===== config.mk =====
export PLATFORM = sky130hd
export DESIGN_NAME = selective_repeat_receiver
export DESIGN_NICKNAME = d
export VERILOG_FILES = /design/src/rtl/core/srr_pkg.sv /design/src/rtl/core/srr_ram.sv /design/src/rtl/core/srr_ring.sv /design/src/rtl/core/selective_repeat_receiver.sv
export VERILOG_INCLUDE_DIRS = /design/src /design/src/rtl/core
export SDC_FILE = /design/constraint.sdc
export NUM_CORES = 2
export LEC_CHECK = 0
export BUFFER_PORTS_ARGS = -buffer_cell sky130_fd_sc_hd__buf_2
export CAP_MARGIN = 20
export CORE_MARGIN = 2
export CORE_UTILIZATION = 43
export DETAILED_ROUTE_END_ITERATION = 6
export PLACE_DENSITY = 0.65
export SYNTH_ARGS = -nofsm -noshare
export SYNTH_HDL_FRONTEND = slang
export SYNTH_SLANG_ARGS = --single-unit

===== constraint.sdc =====
create_clock -name clk -period 12 [get_ports clk]
set_clock_uncertainty 0.2 [all_clocks]
set_input_delay 1.8 -clock clk [delete_from_list [all_inputs] [get_ports clk]]
set_output_delay 1.8 -clock clk [all_outputs]
set_load 0.01 [all_outputs]

===== src/rtl/core/assert_macros.svh =====
// ---------------------------------------------------------------------------
// assert_macros.svh
// Concurrent assertion shorthands, clocked on clk and disabled in reset.
// ---------------------------------------------------------------------------
`ifndef ASSERT_MACROS_SVH
`define ASSERT_MACROS_SVH

// Expression must hold at every clock edge out of reset.
`define ASSERT_ALWAYS(lbl, expr, msg) \
  lbl: assert property (@(posedge clk) disable iff (!rst_n) (expr)) else $error(msg);

// Consequent must hold in the same cycle as the antecedent.
`define ASSERT_IMPLIES(lbl, ante, cons, msg) \
  lbl: assert property (@(posedge clk) disable iff (!rst_n) (ante) |-> (cons)) \
    else $error(msg);

// Consequent must hold in the cycle after the antecedent.
`define ASSERT_NEXT(lbl, ante, cons, msg) \
  lbl: assert property (@(posedge clk) disable iff (!rst_n) (ante) |=> (cons)) \
    else $error(msg);

`endif


===== src/rtl/core/srr_pkg.sv =====
`timescale 1ns / 1ps
// ---------------------------------------------------------------------------
// srr_pkg
// Shared constants, codes and payload types of the selective repeat receiver.
// ---------------------------------------------------------------------------
package srr_pkg;

  // Reorder ring depth (power of two) and fixed header size in bytes
  localparam int RING_DEPTH   = 16;
  localparam int HEADER_BYTES = 12;
  localparam int IDX_W        = $clog2(RING_DEPTH);
  localparam int WALK_W       = $clog2(RING_DEPTH);

  // Last count allowed for the buffered-payload walk
  localparam logic [WALK_W-1:0] WALK_LAST = WALK_W'(RING_DEPTH - 1);

  // Packet types
  localparam logic [1:0] OP_DATA  = 2'd0;
  localparam logic [1:0] OP_SYN   = 2'd1;
  localparam logic [1:0] OP_FIN   = 2'd2;
  localparam logic [1:0] OP_OTHER = 2'd3;

  // Result kinds
  localparam logic [1:0] KIND_DELIVER = 2'd0;
  localparam logic [1:0] KIND_ACK     = 2'd1;
  localparam logic [1:0] KIND_RESET   = 2'd2;

  // Connection state
  typedef enum logic [1:0] {
    CONN_LISTEN = 2'd0,
    CONN_EST    = 2'd1,
    CONN_TW     = 2'd2
  } conn_t;

  // One packet header
  typedef struct packed {
    logic [1:0]  op;
    logic [31:0] seq_number;
    logic [10:0] packet_len;
    logic [15:0] payload_tag;
  } in_item_t;

  // One result
  typedef struct packed {
    logic [1:0]  result_kind;
    logic [15:0] deliver_tag;
    logic [10:0] deliver_len;
    logic [31:0] ack_number;
    logic [4:0]  ack_window;
    logic        last;
  } out_item_t;

  // One reorder ring entry
  typedef struct packed {
    logic [31:0] seq;
    logic [15:0] tag;
    logic [10:0] len;
  } slot_t;

  // Ring access requests from the sequencer
  typedef struct packed {
    logic             wr_en;
    logic [IDX_W-1:0] wr_idx;
    slot_t            wr_slot;
    logic             rd_en;
    logic [IDX_W-1:0] rd_idx;
    logic             clr_en;
    logic [IDX_W-1:0] clr_idx;
  } ring_req_t;

  // Ring slot of a sequence number
  function automatic logic [IDX_W-1:0] slot_idx(input logic [31:0] s);
    return s[IDX_W-1:0];
  endfunction

endpackage


===== src/rtl/core/srr_ram.sv =====
`timescale 1ns / 1ps
// ---------------------------------------------------------------------------
// srr_ram
// Generic single-write, single-read RAM with registered read data.
// ---------------------------------------------------------------------------
module srr_ram #(
  parameter int WIDTH = 8,
  parameter int DEPTH = 16
) (
  input  logic                     clk,
  input  logic                     wr_en,
  input  logic [$clog2(DEPTH)-1:0] wr_addr,
  input  logic [WIDTH-1:0]         wr_data,
  input  logic                     rd_en,
  input  logic [$clog2(DEPTH)-1:0] rd_addr,
  output logic [WIDTH-1:0]         rd_data
);

  logic [WIDTH-1:0] mem_r [DEPTH];
  logic [WIDTH-1:0] rd_data_r;

  // Write port
  always_ff @(posedge clk) begin
    if (wr_en) begin
      mem_r[wr_addr] <= wr_data;
    end
  end

  // Read port, data held between reads
  always_ff @(posedge clk) begin
    if (rd_en) begin
      rd_data_r <= mem_r[rd_addr];
    end
  end

  assign rd_data = rd_data_r;

endmodule


===== src/rtl/core/srr_ring.sv =====
`timescale 1ns / 1ps
// ---------------------------------------------------------------------------
// srr_ring
// Reorder ring: slot RAM plus per-slot valid flags and the match check.
// ---------------------------------------------------------------------------
module srr_ring (
  input  logic                clk,
  input  logic                rst_n,
  input  srr_pkg::ring_req_t  req,
  input  logic [31:0]         chk_seq,
  output srr_pkg::slot_t      rd_slot,
  output logic                hit
);

  logic [srr_pkg::RING_DEPTH-1:0] valid_r;
  logic [srr_pkg::RING_DEPTH-1:0] valid_nxt;
  logic [$bits(srr_pkg::slot_t)-1:0] rd_bits;

  // Slot storage
  srr_ram #(
    .WIDTH ($bits(srr_pkg::slot_t)),
    .DEPTH (srr_pkg::RING_DEPTH)
  ) u_slot_ram (
    .clk     (clk),
    .wr_en   (req.wr_en),
    .wr_addr (req.wr_idx),
    .wr_data (req.wr_slot),
    .rd_en   (req.rd_en),
    .rd_addr (req.rd_idx),
    .rd_data (rd_bits)
  );

  assign rd_slot = srr_pkg::slot_t'(rd_bits);

  // Valid flags: set on store, cleared on delivery
  always_comb begin
    valid_nxt = valid_r;
    if (req.wr_en) begin
      valid_nxt[req.wr_idx] = 1'b1;
    end
    if (req.clr_en) begin
      valid_nxt[req.clr_idx] = 1'b0;
    end
  end

  always_ff @(posedge clk) begin
    if (!rst_n) begin
      valid_r <= '0;
    end else begin
      valid_r <= valid_nxt;
    end
  end

  // Slot holds exactly the wanted sequence number
  assign hit = valid_r[srr_pkg::slot_idx(chk_seq)] && (rd_slot.seq == chk_seq);

endmodule


===== src/rtl/core/selective_repeat_receiver.sv =====
`timescale 1ns / 1ps
// ---------------------------------------------------------------------------
// selective_repeat_receiver
// Receiver side of a selective repeat sliding-window protocol.
// ---------------------------------------------------------------------------
// Usage:
//   in_*  : one packet header per transfer (type, sequence, length, handle).
//   out_* : results (deliver, ack, reset); last marks the final result of a
//           packet. A packet with no results (short or refused) emits nothing.
//   cfg_* : receive window write; always ready, write only while idle.
// Sequencing:
//   A header is taken in ST_IDLE and evaluated in ST_EVAL, which also
//   emits its first result. A reset result is followed by an ack from
//   ST_ACK. An in-order payload is followed by each delivered buffered
//   payload and then the ack: the walk reads one ring slot per cycle, while
//   the output is not stalled, from the single read port of the slot RAM.
//   A packet yields at most 1 + (ring depth - 1) + 1 = 17 results.
// Reset:
//   Connection goes to listen, next expected to 1, error count to 0, window
//   to 16, all ring slots invalid. No clearing pass is needed.
// Stall:
//   Results sit in one output register; while one waits on out_ready the block
//   holds its progress. One new header may still be taken while the final
//   result of the previous packet waits; it is evaluated once that drains.
// ---------------------------------------------------------------------------
`include "assert_macros.svh"

module selective_repeat_receiver (
  input  logic                clk,
  input  logic                rst_n,
  input  logic                in_valid,
  output logic                in_ready,
  input  srr_pkg::in_item_t   in_data,
  output logic                out_valid,
  input  logic                out_ready,
  output srr_pkg::out_item_t  out_data,
  input  logic                cfg_valid,
  output logic                cfg_ready,
  input  logic [4:0]          cfg_data
);

  typedef enum logic [3:0] {
    ST_IDLE = 4'b0001,
    ST_EVAL = 4'b0010,
    ST_WALK = 4'b0100,
    ST_ACK  = 4'b1000
  } fsm_t;

  fsm_t                          state_r, state_nxt;
  srr_pkg::conn_t                conn_r, conn_nxt;
  srr_pkg::in_item_t             item_r, item_nxt;
  logic [31:0]                   ne_r, ne_nxt;
  logic [15:0]                   err_r, err_nxt;
  logic [4:0]                    win_r;
  logic [srr_pkg::WALK_W-1:0]    walked_r, walked_nxt;
  logic                          out_valid_r, out_valid_nxt;
  srr_pkg::out_item_t            out_data_r;

  logic                          emit;
  srr_pkg::out_item_t            emit_item;
  srr_pkg::ring_req_t            req;
  srr_pkg::slot_t                rd_slot;
  logic                          hit;
  logic                          emit_ok;
  logic                          walk_more;
  logic                          short_pkt;
  logic [4:0]                    eff_win;
  logic [10:0]                   plen;
  logic [31:0]                   seq_gap;
  logic [31:0]                   seq_inc;
  logic [15:0]                   err_sat;

  // Result builders
  function automatic srr_pkg::out_item_t mk_ack(input logic [31:0] n, input logic [4:0] w);
    srr_pkg::out_item_t r;
    r             = '0;
    r.result_kind = srr_pkg::KIND_ACK;
    r.ack_number  = n;
    r.ack_window  = w;
    r.last        = 1'b1;
    return r;
  endfunction

  function automatic srr_pkg::out_item_t mk_reset();
    srr_pkg::out_item_t r;
    r             = '0;
    r.result_kind = srr_pkg::KIND_RESET;
    return r;
  endfunction

  function automatic srr_pkg::out_item_t mk_deliver(input logic [15:0] t, input logic [10:0] l);
    srr_pkg::out_item_t r;
    r             = '0;
    r.result_kind = srr_pkg::KIND_DELIVER;
    r.deliver_tag = t;
    r.deliver_len = l;
    return r;
  endfunction

  // Reorder ring
  srr_ring u_ring (
    .clk     (clk),
    .rst_n   (rst_n),
    .req     (req),
    .chk_seq (ne_r),
    .rd_slot (rd_slot),
    .hit     (hit)
  );

  // Datapath terms
  assign eff_win   = (32'(win_r) > 32'(srr_pkg::RING_DEPTH)) ?
                     5'(srr_pkg::RING_DEPTH) : win_r;
  assign short_pkt = item_r.packet_len < 11'(srr_pkg::HEADER_BYTES);
  assign plen      = item_r.packet_len - 11'(srr_pkg::HEADER_BYTES);
  assign seq_gap   = item_r.seq_number - ne_r;
  assign seq_inc   = item_r.seq_number + 32'd1;
  assign err_sat   = (err_r == 16'hFFFF) ? err_r : err_r + 16'd1;
  assign emit_ok   = !out_valid_r || out_ready;
  assign walk_more = hit && (walked_r != srr_pkg::WALK_LAST);

  // Sequencer
  always_comb begin
    state_nxt  = state_r;
    conn_nxt   = conn_r;
    item_nxt   = item_r;
    ne_nxt     = ne_r;
    err_nxt    = err_r;
    walked_nxt = walked_r;
    emit       = 1'b0;
    emit_item  = '0;
    req        = '0;
    case (state_r)
      ST_IDLE: begin
        if (in_valid) begin
          item_nxt  = in_data;
          state_nxt = ST_EVAL;
        end
      end
      ST_EVAL: begin
        if (emit_ok) begin
          state_nxt = ST_IDLE;
          if (short_pkt) begin
            err_nxt = err_sat;
          end else if (conn_r == srr_pkg::CONN_LISTEN) begin
            ne_nxt   = seq_inc;
            conn_nxt = srr_pkg::CONN_EST;
            emit     = 1'b1;
            if (item_r.op != srr_pkg::OP_SYN) begin
              emit_item = mk_reset();
              state_nxt = ST_ACK;
            end else begin
              emit_item = mk_ack(seq_inc, eff_win);
            end
          end else if (conn_r != srr_pkg::CONN_EST) begin
            // time-wait: only a FIN is answered
            if (item_r.op != srr_pkg::OP_FIN) begin
              err_nxt = err_sat;
            end else begin
              emit = 1'b1;
              if (item_r.seq_number != ne_r - 32'd1) begin
                emit_item = mk_reset();
                state_nxt = ST_ACK;
              end else begin
                emit_item = mk_ack(ne_r, eff_win);
              end
            end
          end else if (item_r.op == srr_pkg::OP_FIN) begin
            ne_nxt   = seq_inc;
            conn_nxt = srr_pkg::CONN_TW;
            emit     = 1'b1;
            if (item_r.seq_number != ne_r) begin
              emit_item = mk_reset();
              state_nxt = ST_ACK;
            end else begin
              emit_item = mk_ack(seq_inc, eff_win);
            end
          end else if (seq_gap >= 32'(eff_win)) begin
            emit      = 1'b1;
            emit_item = mk_ack(ne_r, eff_win);
          end else if (seq_gap == 32'd0) begin
            // in order: deliver, then look up the following slot
            emit        = 1'b1;
            emit_item   = mk_deliver(item_r.payload_tag, plen);
            ne_nxt      = seq_inc;
            walked_nxt  = '0;
            req.rd_en   = 1'b1;
            req.rd_idx  = srr_pkg::slot_idx(seq_inc);
            state_nxt   = ST_WALK;
          end else begin
            // out of order inside the window: store
            req.wr_en        = 1'b1;
            req.wr_idx       = srr_pkg::slot_idx(item_r.seq_number);
            req.wr_slot.seq  = item_r.seq_number;
            req.wr_slot.tag  = item_r.payload_tag;
            req.wr_slot.len  = plen;
            emit             = 1'b1;
            emit_item        = mk_ack(ne_r, eff_win);
          end
        end
      end
      ST_WALK: begin
        if (emit_ok) begin
          emit = 1'b1;
          if (walk_more) begin
            emit_item   = mk_deliver(rd_slot.tag, rd_slot.len);
            req.clr_en  = 1'b1;
            req.clr_idx = srr_pkg::slot_idx(ne_r);
            req.rd_en   = 1'b1;
            req.rd_idx  = srr_pkg::slot_idx(ne_r + 32'd1);
            ne_nxt      = ne_r + 32'd1;
            walked_nxt  = walked_r + 1'b1;
          end else begin
            emit_item = mk_ack(ne_r, eff_win);
            state_nxt = ST_IDLE;
          end
        end
      end
      ST_ACK: begin
        if (emit_ok) begin
          emit      = 1'b1;
          emit_item = mk_ack(ne_r, eff_win);
          state_nxt = ST_IDLE;
        end
      end
      default: begin
        state_nxt = ST_IDLE;
      end
    endcase
  end

  // Output register
  always_comb begin
    if (emit) begin
      out_valid_nxt = 1'b1;
    end else if (out_ready) begin
      out_valid_nxt = 1'b0;
    end else begin
      out_valid_nxt = out_valid_r;
    end
  end

  // Control and connection state
  always_ff @(posedge clk) begin
    if (!rst_n) begin
      state_r     <= ST_IDLE;
      conn_r      <= srr_pkg::CONN_LISTEN;
      ne_r        <= 32'd1;
      err_r       <= '0;
      win_r       <= 5'd16;
      walked_r    <= '0;
      out_valid_r <= 1'b0;
    end else begin
      state_r     <= state_nxt;
      conn_r      <= conn_nxt;
      ne_r        <= ne_nxt;
      err_r       <= err_nxt;
      walked_r    <= walked_nxt;
      out_valid_r <= out_valid_nxt;
      if (cfg_valid) begin
        win_r <= cfg_data;
      end
    end
  end

  // Payload registers
  always_ff @(posedge clk) begin
    item_r <= item_nxt;
    if (emit) begin
      out_data_r <= emit_item;
    end
  end

  assign in_ready  = (state_r == ST_IDLE);
  assign cfg_ready = 1'b1;
  assign out_valid = out_valid_r;
  assign out_data  = out_data_r;

  // Checks
  `ASSERT_IMPLIES(a_accept_after_last, in_valid && in_ready,
    !out_valid_r || out_data_r.last, "header taken before previous packet finished")
  `ASSERT_NEXT(a_walk_advances, (state_r == ST_WALK) && emit && walk_more,
    ne_r == $past(ne_r) + 32'd1, "walk delivery did not advance next expected")
  `ASSERT_IMPLIES(a_walk_bound, state_r == ST_WALK,
    32'(walked_r) <= 32'(srr_pkg::RING_DEPTH - 1), "walk ran past ring depth")
  `ASSERT_IMPLIES(a_err_quiet, err_r != $past(err_r), !$past(emit),
    "error counted on a packet that produced results")

endmodule

Word level (Yosys, flattened, before mapping)
Memory sizes are Yosys's and may differ from the RTL's. A register that Yosys moved wholly into a read port is not among the register bits.
Index checks and enable logic that the tools add are counted.
Widths: inputs -> output; s select.
{"block": "word_totals", "ff_bits": 192, "latchBits": 0, "mem_bits_rw": 944, "rom_bits": 0, "inputBits": 71, "out_inout_bits": 70, "elab_cells": 168, "memories": 1}
{"name": "u_ring.u_slot_ram.mem_r", "words": 16, "word_bits": 59, "rd": 1, "rd_ports_with_merged_regs": 1, "write_ports": 1, "line": "srr_ram.sv:19", "text": "logic [WIDTH-1:0] mem_r [DEPTH];"}
{"block": "op_classes", "add_sub_neg": 6, "multipliers": 0, "n_div": 0, "magnitude_cmp": 8, "n_eq_ne": 28, "shift": 0, "n_mux": 87, "bitwise": 4, "reduce_logical": 17}
{"cell": "$mux 67", "n": 10}
{"cell": "$mux 69", "n": 6}
{"cell": "$mux 32", "n": 9}
{"cell": "$mux 66", "n": 4}
{"cell": "$pmux 67 s3", "n": 1}
{"cell": "$mux 64", "n": 2}
{"cell": "$mux 4", "n": 22}
{"cell": "$add 32x1->32 const B", "n": 2}
{"cell": "$ne 32x32->1", "n": 2}
{"cell": "$pmux 32 s2", "n": 1}
{"cell": "$eq 32x32->1", "n": 1}
{"cell": "$ge 32x5->1", "n": 1}
{"cell": "$logic_not 32->1", "n": 1}
{"cell": "$mux 16", "n": 2}
{"cell": "$sub 32x1->32 const B", "n": 1}
{"cell": "$sub 32x32->32", "n": 1}
{"cell": "$ne 2x2->1 const B", "n": 14}
{"cell": "$mux 10", "n": 2}
{"cell": "$and 16x16->16", "n": 1}
{"cell": "$not 16->16", "n": 1}
{"cell": "$or 16x16->16", "n": 1}
{"cell": "$pmux 4 s4", "n": 1}
{"cell": "$lt 4x5->1 const B", "n": 3}
{"cell": "$mux 5", "n": 3}
{"cell": "other kinds (32)", "n": 58}

Logic depth before layout (Yosys ltp)
{"block": "logic_depth", "depth_word": 18, "ltp_mapped": 25, "ltp_nobuf": 20}

Cells and area by module
Synthesis repeated with hierarchy kept, for this count alone.
{"block": "hier_totals", "hier_cells": 2973, "hier_area_um2": 50086.8}
{"module": "srr_ram", "instances": 1, "cells_each": 1522, "area_each_um2": 37045.5, "seq_area_each_um2": 30118.9}
{"module": "selective_repeat_receiver", "instances": 1, "cells_each": 1314, "area_each_um2": 11876.4, "seq_area_each_um2": 4774.6}
{"module": "srr_ring", "instances": 1, "cells_each": 137, "area_each_um2": 1164.9, "seq_area_each_um2": 320.3}

Worst setup path after synthesis
No wires, ideal clock.
{"block": "synth_timing", "path_type": "register -> register", "startpoint": "reg item_r[27] (netlist name)", "endpoint": "reg u_ring.valid_r[2] (netlist name)", "setup_time_ns": 0.083, "t_arrival_ns": 10.715, "t_required_ns": 11.717, "path_slack_ns": 1.002, "stages_incl_launch_ff": 17, "path_buffers": 1, "synth_period_minus_slack_ns": 10.998, "path_cell_list": "edfxtp_1 clkbuf_1 clkinv_1 ha_1 fa_1 nand2b_1 a21oi_1 a311oi_1 o41ai_2 xnor2_1 o31ai_1 a2111o_1 or4_4 nor3_1 nand2_1 nor4_1 o221a_2"}
{"block": "synth_via", "elab_chain_cells": 18, "word_cells_on_any_way": 20, "cone_classes": "add/sub (1); order compare (3); mux (12); bitwise (2); reduce/logical (2)"}
{"element": "start: declaration", "line": "selective_repeat_receiver.sv:51", "text": "srr_pkg::in_item_t item_r, item_nxt;"}
{"element": "start signal: assignment", "line": "selective_repeat_receiver.sv:267", "text": "item_r <= item_nxt;"}
{"element": "branches (longest 3 deep; another with $sub 32x32->32)"}
{"element": "$mux 69 *", "line": "selective_repeat_receiver.sv:177", "text": "end else if (seq_gap >= 32'(eff_win)) begin"}
{"element": "$mux 69 *", "line": "selective_repeat_receiver.sv:167", "text": "end else if (item_r.op == srr_pkg::OP_FIN) begin"}
{"element": "$mux 69 *", "line": "selective_repeat_receiver.sv:154", "text": "end else if (conn_r != srr_pkg::CONN_EST) begin"}
{"element": "$mux 69 *", "line": "selective_repeat_receiver.sv:144", "text": "end else if (conn_r == srr_pkg::CONN_LISTEN) begin"}
{"element": "$mux 69 *", "line": "selective_repeat_receiver.sv:142", "text": "if (short_pkt) begin"}
{"element": "$mux 69 *", "line": "selective_repeat_receiver.sv:140", "text": "if (emit_ok) begin"}
{"element": "$mux 64 *", "line": "selective_repeat_receiver.sv:132", "text": "case (state_r)"}
{"element": "$lt 4x5->1 (not written as such) or $ge 4x1->1 (tied branches)", "line": "srr_ring.sv:39", "text": "valid_nxt[req.wr_idx] = 1'b1;"}
{"element": "$logic_and 1x1->1 (not written as such)", "line": "srr_ring.sv:39"}
{"element": "$mux 1 (not written as such)", "line": "srr_ring.sv:39"}
{"element": "$demux 1 s4"}
{"element": "$or 16x16->16 (no source line)"}
{"element": "$mux 16 *", "line": "srr_ring.sv:38", "text": "if (req.wr_en) begin"}
{"element": "$and 16x16->16 (no source line)"}
{"element": "$mux 16 *", "line": "srr_ring.sv:41", "text": "if (req.clr_en) begin"}
{"element": "end signal: assignment", "line": "srr_ring.sv:50", "text": "valid_r <= valid_nxt;"}
{"element": "end: declaration", "line": "srr_ring.sv:15", "text": "logic [srr_pkg::RING_DEPTH-1:0] valid_r;"}
Mark *: on every way between the ends.
A chain may end at the register's enable or synchronous reset.

Worst setup path in the final report
{"block": "layout_timing", "startpoint": "reg item_r[27] (netlist name)", "endpoint": "reg u_ring.u_slot_ram.rd_data_r[2] (netlist: u_ring.u_slot_ram.rd_data[2]) (read register of u_ring.u_slot_ram.mem_r) (data pin)"}
{"block": "layout_via", "elab_chain_cells": 10, "word_cells_on_any_way": 12, "cone_classes": "add/sub (2); order compare (1); mux (8); reduce/logical (1)"}
{"element": "branches (longest 3 deep; another with $sub 32x32->32)"}
{"element": "$mux 69 *", "line": "selective_repeat_receiver.sv:177"}
{"element": "$mux 69 *", "line": "selective_repeat_receiver.sv:167"}
{"element": "$mux 69 *", "line": "selective_repeat_receiver.sv:154"}
{"element": "$mux 69 *", "line": "selective_repeat_receiver.sv:144"}
{"element": "$mux 69 *", "line": "selective_repeat_receiver.sv:142"}
{"element": "$mux 69 *", "line": "selective_repeat_receiver.sv:140"}
{"element": "$pmux 5 s2 *", "line": "selective_repeat_receiver.sv:132"}
{"element": "end: declaration", "line": "srr_ram.sv:20", "text": "logic [WIDTH-1:0] rd_data_r;"}
Marks and branches as above.

==> qor.csv <==
stage;metric;value;unit
finish;n_fill_cell;10000;
sta;setup_tns;0;ns
clocking;clock-root-buffer;clkbuf_16;
synth;ys_ff_latch;1194;
sta;fin_ws;3.88;ns
finish;nets;3769;
global_routing;grt_pass1_wl;203000;um
clocking;clock-sinks;1194;
clocking;hold_buffers;0;
critical_path;endpoint;u_ring.u_slot_ram.rd_data[2]$_DFFE_PP_;
synth;syn_area;0.0512;mm2
sta;rsz0062_at_grt;false;
critical_path;crit_arrival;8.39;ns
pwr;powerDensity;152;mW/mm2
floorplanning;initial_core_util;43.4;%
placement;pre_cts_slack;3.84;ns
sta;worst_pin_slew;1.16;ns
critical_path;worst-r2r-cell-count;21;
clocking;clockBufferDepth;3;
global_routing;first_global_vias;30500;
detailed_routing;detailroute.via_count;31700;
floorplanning;fp.dieH;349;um
clocking;cts_buffers;118;
critical_path;timing.rr.start;item_r[27]$_DFFE_PP_;
clocking;cts.clk_slew.worst_paths;0.07;ns
clocking;cts_resized;0;
floorplanning;dieArea;0.122;mm2
synth;synth_area_leader_cell;edfxtp_1;
synth;synthCells;3551;
synth;synth-edff-count;1130;
sta;final_hold_viol_count;0;
critical_path;cp_max_fo;62;
worst_hold_path;min_path_cells;2;
synth;synth.distinct_cells;88;
critical_path;critPathRequiredTime;12.27;ns
finish;drive_gt1_share;13.7;%
sta;maxSlewViolCount;0;
placement;globalplace.congestion;0.909;
detailed_routing;drc;0;
global_routing;antenna_found_initial;2;
critical_path;cp-startpoint;item_r[27]$_DFFE_PP_;
critical_path;crit_type;reg2reg;
sta;finalCriticalPeriod;8.12;ns
sta;maxClockFrequency;0.123;GHz
clocking;cts_max_level;3;
floorplanning;io_pins;141;
synth;ys_seq_area_share;68.8;%
critical_path;critPathCaptureType;flip-flop;
pwr;ir_worst_vdd;0.117;mV
floorplanning;die-width;349;um
synth;ys_top_cells_by_area;edfxtp_1, mux2i_1, dfxtp_1;
synth;ys.flop_type;edfxtp_1;
detailed_routing;first_iter_violations;3362;
synth;syn_nets;3664;
finish;ff_latch_area;0.0352;mm2
global_routing;grt-ovfl-total;0;
detailed_routing;vias_per_cell;5.98;
clocking;cts_setup_buffers;0;
global_routing;grt_max_degree;138;
clocking;cts_tree;yes;
synth;synth_warnings;0;
detailed_routing;drtPass1Iterations;6;
placement;dp_hpwl;79000;um
critical_path;cp-start-kind;flip-flop;
synth;synth_top_area_share;66.3;%
detailed_routing;ant_nets;0;
critical_path;r2r_setup_slack;3.88;ns
sta;relSlewSlack;22.5;%
detailed_routing;avgRoutedWirePerCell;26.4;um
critical_path;crit-reg2reg-capture;u_ring.u_slot_ram.rd_data[2]$_DFFE_PP_;
floorplanning;rows;126;
floorplanning;core_region_area;0.118;mm2
placement;port-buffer-count;139;
finish;multi_input_area;0.0151;mm2
worst_hold_path;hold_class;reg2reg;
synth;async_flop_share;0;%
sta;fin_crit_sh;67.7;%
sta;setup_viol;0;
clocking;clock_latency;0.72;ns
finish;syn2layout_area_growth;12.6;%
synth;avgSynthCellArea;14.4;um2
job;maxCapViolations;0;
global_routing;grt_usage;22.5;%
status;status;complete, no violations;
pwr;leakagePower;16.1;nW
detailed_routing;totalWireLength;140000;um
## cells in the final DEF, fill, tap and decap left out, drive strengths merged, types with 8 or more instances in the layout
| cell | count |
|---|---|
| a2111oi | 16 |
| a211oi | 66 |
| a21o | 11 |
| a21oi | 153 |
| a221oi | 13 |
| a22o | 38 |
| a31oi | 13 |
| a32o | 35 |
| and2 | 63 |
| and3 | 38 |
| buf | 210 |
| bufinv | 18 |
| clkbuf | 139 |
| clkinv | 57 |
| dfxtp | 64 |
| edfxtp | 1130 |
| ha | 41 |
| inv | 57 |
| mux2 | 44 |
| mux2i | 388 |
| nand2 | 215 |
| nand2b | 16 |
| nand3 | 71 |
| nand4 | 27 |
| nor2 | 128 |
| nor2b | 20 |
| nor3 | 60 |
| nor4 | 32 |
| o211ai | 14 |
| o21ai | 112 |
| o221a | 26 |
| o22ai | 117 |
| o32ai | 12 |
| or2 | 8 |
| or3 | 64 |
| or4 | 8 |
| xnor2 | 70 |
| xor2 | 52 |
## cells by family (layout without fill, tap and decap cells)
kind of cell	Yosys count	in the layout	share of synthesized area, %
flops	1194	1194	68.8
simple gates	774	774	7.66
compound gates	701	701	9.45
mux	436	436	8.73
buf+inv	281	487	2.27
xor+xnor	122	122	2.09
fa+ha+maj	42	42	1.04
other cells	1	3	0.00732
## through the flow
stage	utilization [%]	power, mW	area, um2	std cells	hold slack, ns
6_report	48.9	8.77	57700	5295	0.296
4_1_cts	48.8	8.83	57700	5291	0.303
3_5_place_dp	45.4	5.06	53700	5070	0.296
2_1_floorplan	-	4.91	51200	3551	0.258
3_3_place_gp	45.4	5.06	53700	5070	0.271
5_1_grt	48.9	9.02	57700	5293	0.326
## cells in the mapped netlist, types with 6 or more instances
cell type / count
edfxtp_1: 1130
mux2i_1: 388
nand2_1: 215
clkbuf_1: 156
a21oi_1: 151
nor2_1: 128
o22ai_1: 117
o21ai_0: 105
nand3_1: 71
xnor2_1: 70
a211oi_1: 65
dfxtp_1: 64
or3_1: 64
and2_1: 63
nor3_1: 58
inv_1: 53
xor2_1: 52
buf_2: 51
mux2_2: 44
ha_1: 41
a22o_1: 38
and3_1: 38
a32o_1: 35
nor4_1: 30
nand4_1: 27
o221a_2: 26
nor2b_1: 20
a2111oi_0: 16
nand2b_1: 16
o211ai_1: 14
a221oi_1: 13
a31oi_1: 13
o32ai_1: 12
a21o_1: 11
buf_1: 8
buf_4: 8
nand3b_1: 7
o21a_1: 7
o21ai_1: 7
o21bai_1: 7
or4_1: 7
a22oi_1: 6
or2_2: 6
## cell type report
class                   count  area share [%]
diodes                      2         0.00868
clock buffers             139            5.31
clock inverters            82            1.61
inverters                  56           0.367
multi-input cells        2076            26.2
flip-flops and latches   1194            61.0
well taps                1536            3.33
repair buffers            210            2.17
## registers in the layout, summed over array words and instances (netlist names), 2 cells and up
register / count
item_r: 61
ne_r: 32
win_r: 5
u_ring.u_slot_ram.mem_r: 944
out_data: 66
walked_r: 4
u_ring.valid_r: 16
conn_r: 2
state_r: 4
u_ring.u_slot_ram.rd_data: 59
## worst min path at each step
| stage | start | to | slack [ns] |
|---|---|---|---|
| detailed placement | walked_r[3]$_SDFFE_PN0P_ | walked_r[3]$_SDFFE_PN0P_ | 0.30 |
| global route | walked_r[3]$_SDFFE_PN0P_ | walked_r[3]$_SDFFE_PN0P_ | 0.33 |
| finish | walked_r[3]$_SDFFE_PN0P_ | walked_r[3]$_SDFFE_PN0P_ | 0.30 |
| global placement | walked_r[3]$_SDFFE_PN0P_ | walked_r[3]$_SDFFE_PN0P_ | 0.27 |
| floorplan | walked_r[3]$_SDFFE_PN0P_ | walked_r[3]$_SDFFE_PN0P_ | 0.26 |
| CTS | walked_r[3]$_SDFFE_PN0P_ | walked_r[3]$_SDFFE_PN0P_ | 0.30 |
## critical path, stage by stage, from the launching register on
cell and delay [ns]:
edfxtp_1 0.53, clkinv_1 0.41, ha_1 0.39, fa_1 0.41, nand2b_1 0.16, a21oi_1 0.44, xor2_1 0.22, ha_1 0.27
a21oi_1 0.14, o21ai_0 0.17, a31oi_1 0.18, o211ai_1 0.10, a211oi_1 0.22, o2111ai_1 0.26, nor4_4 0.60, a31o_4 0.43
buf_4 0.74, buf_4 0.97, mux2i_1 0.28, a22o_1 0.16, a2111oi_0 0.06, or3_1 0.44
## report_power, final
group	switching, mW	internal (mW)	total, mW	leakage, nW
Sequential	0.0642	4.54	4.60	8.53
Clock	1.59	2.21	3.80	1.94
Combinational	0.239	0.135	0.374	5.64
## layer usage
metal | vias to the layer above | track usage, % | wire length [um]
li1 | 14100 | - | -
met1 | 15900 | 32.2 | 60600
met2 | 1419 | 35.4 | 64300
met3 | 250 | 3.19 | 10800
met4 | 0 | 7.14 | 4280
met5 | - | 0 | 0
Power figures use the tool's default switching activity.
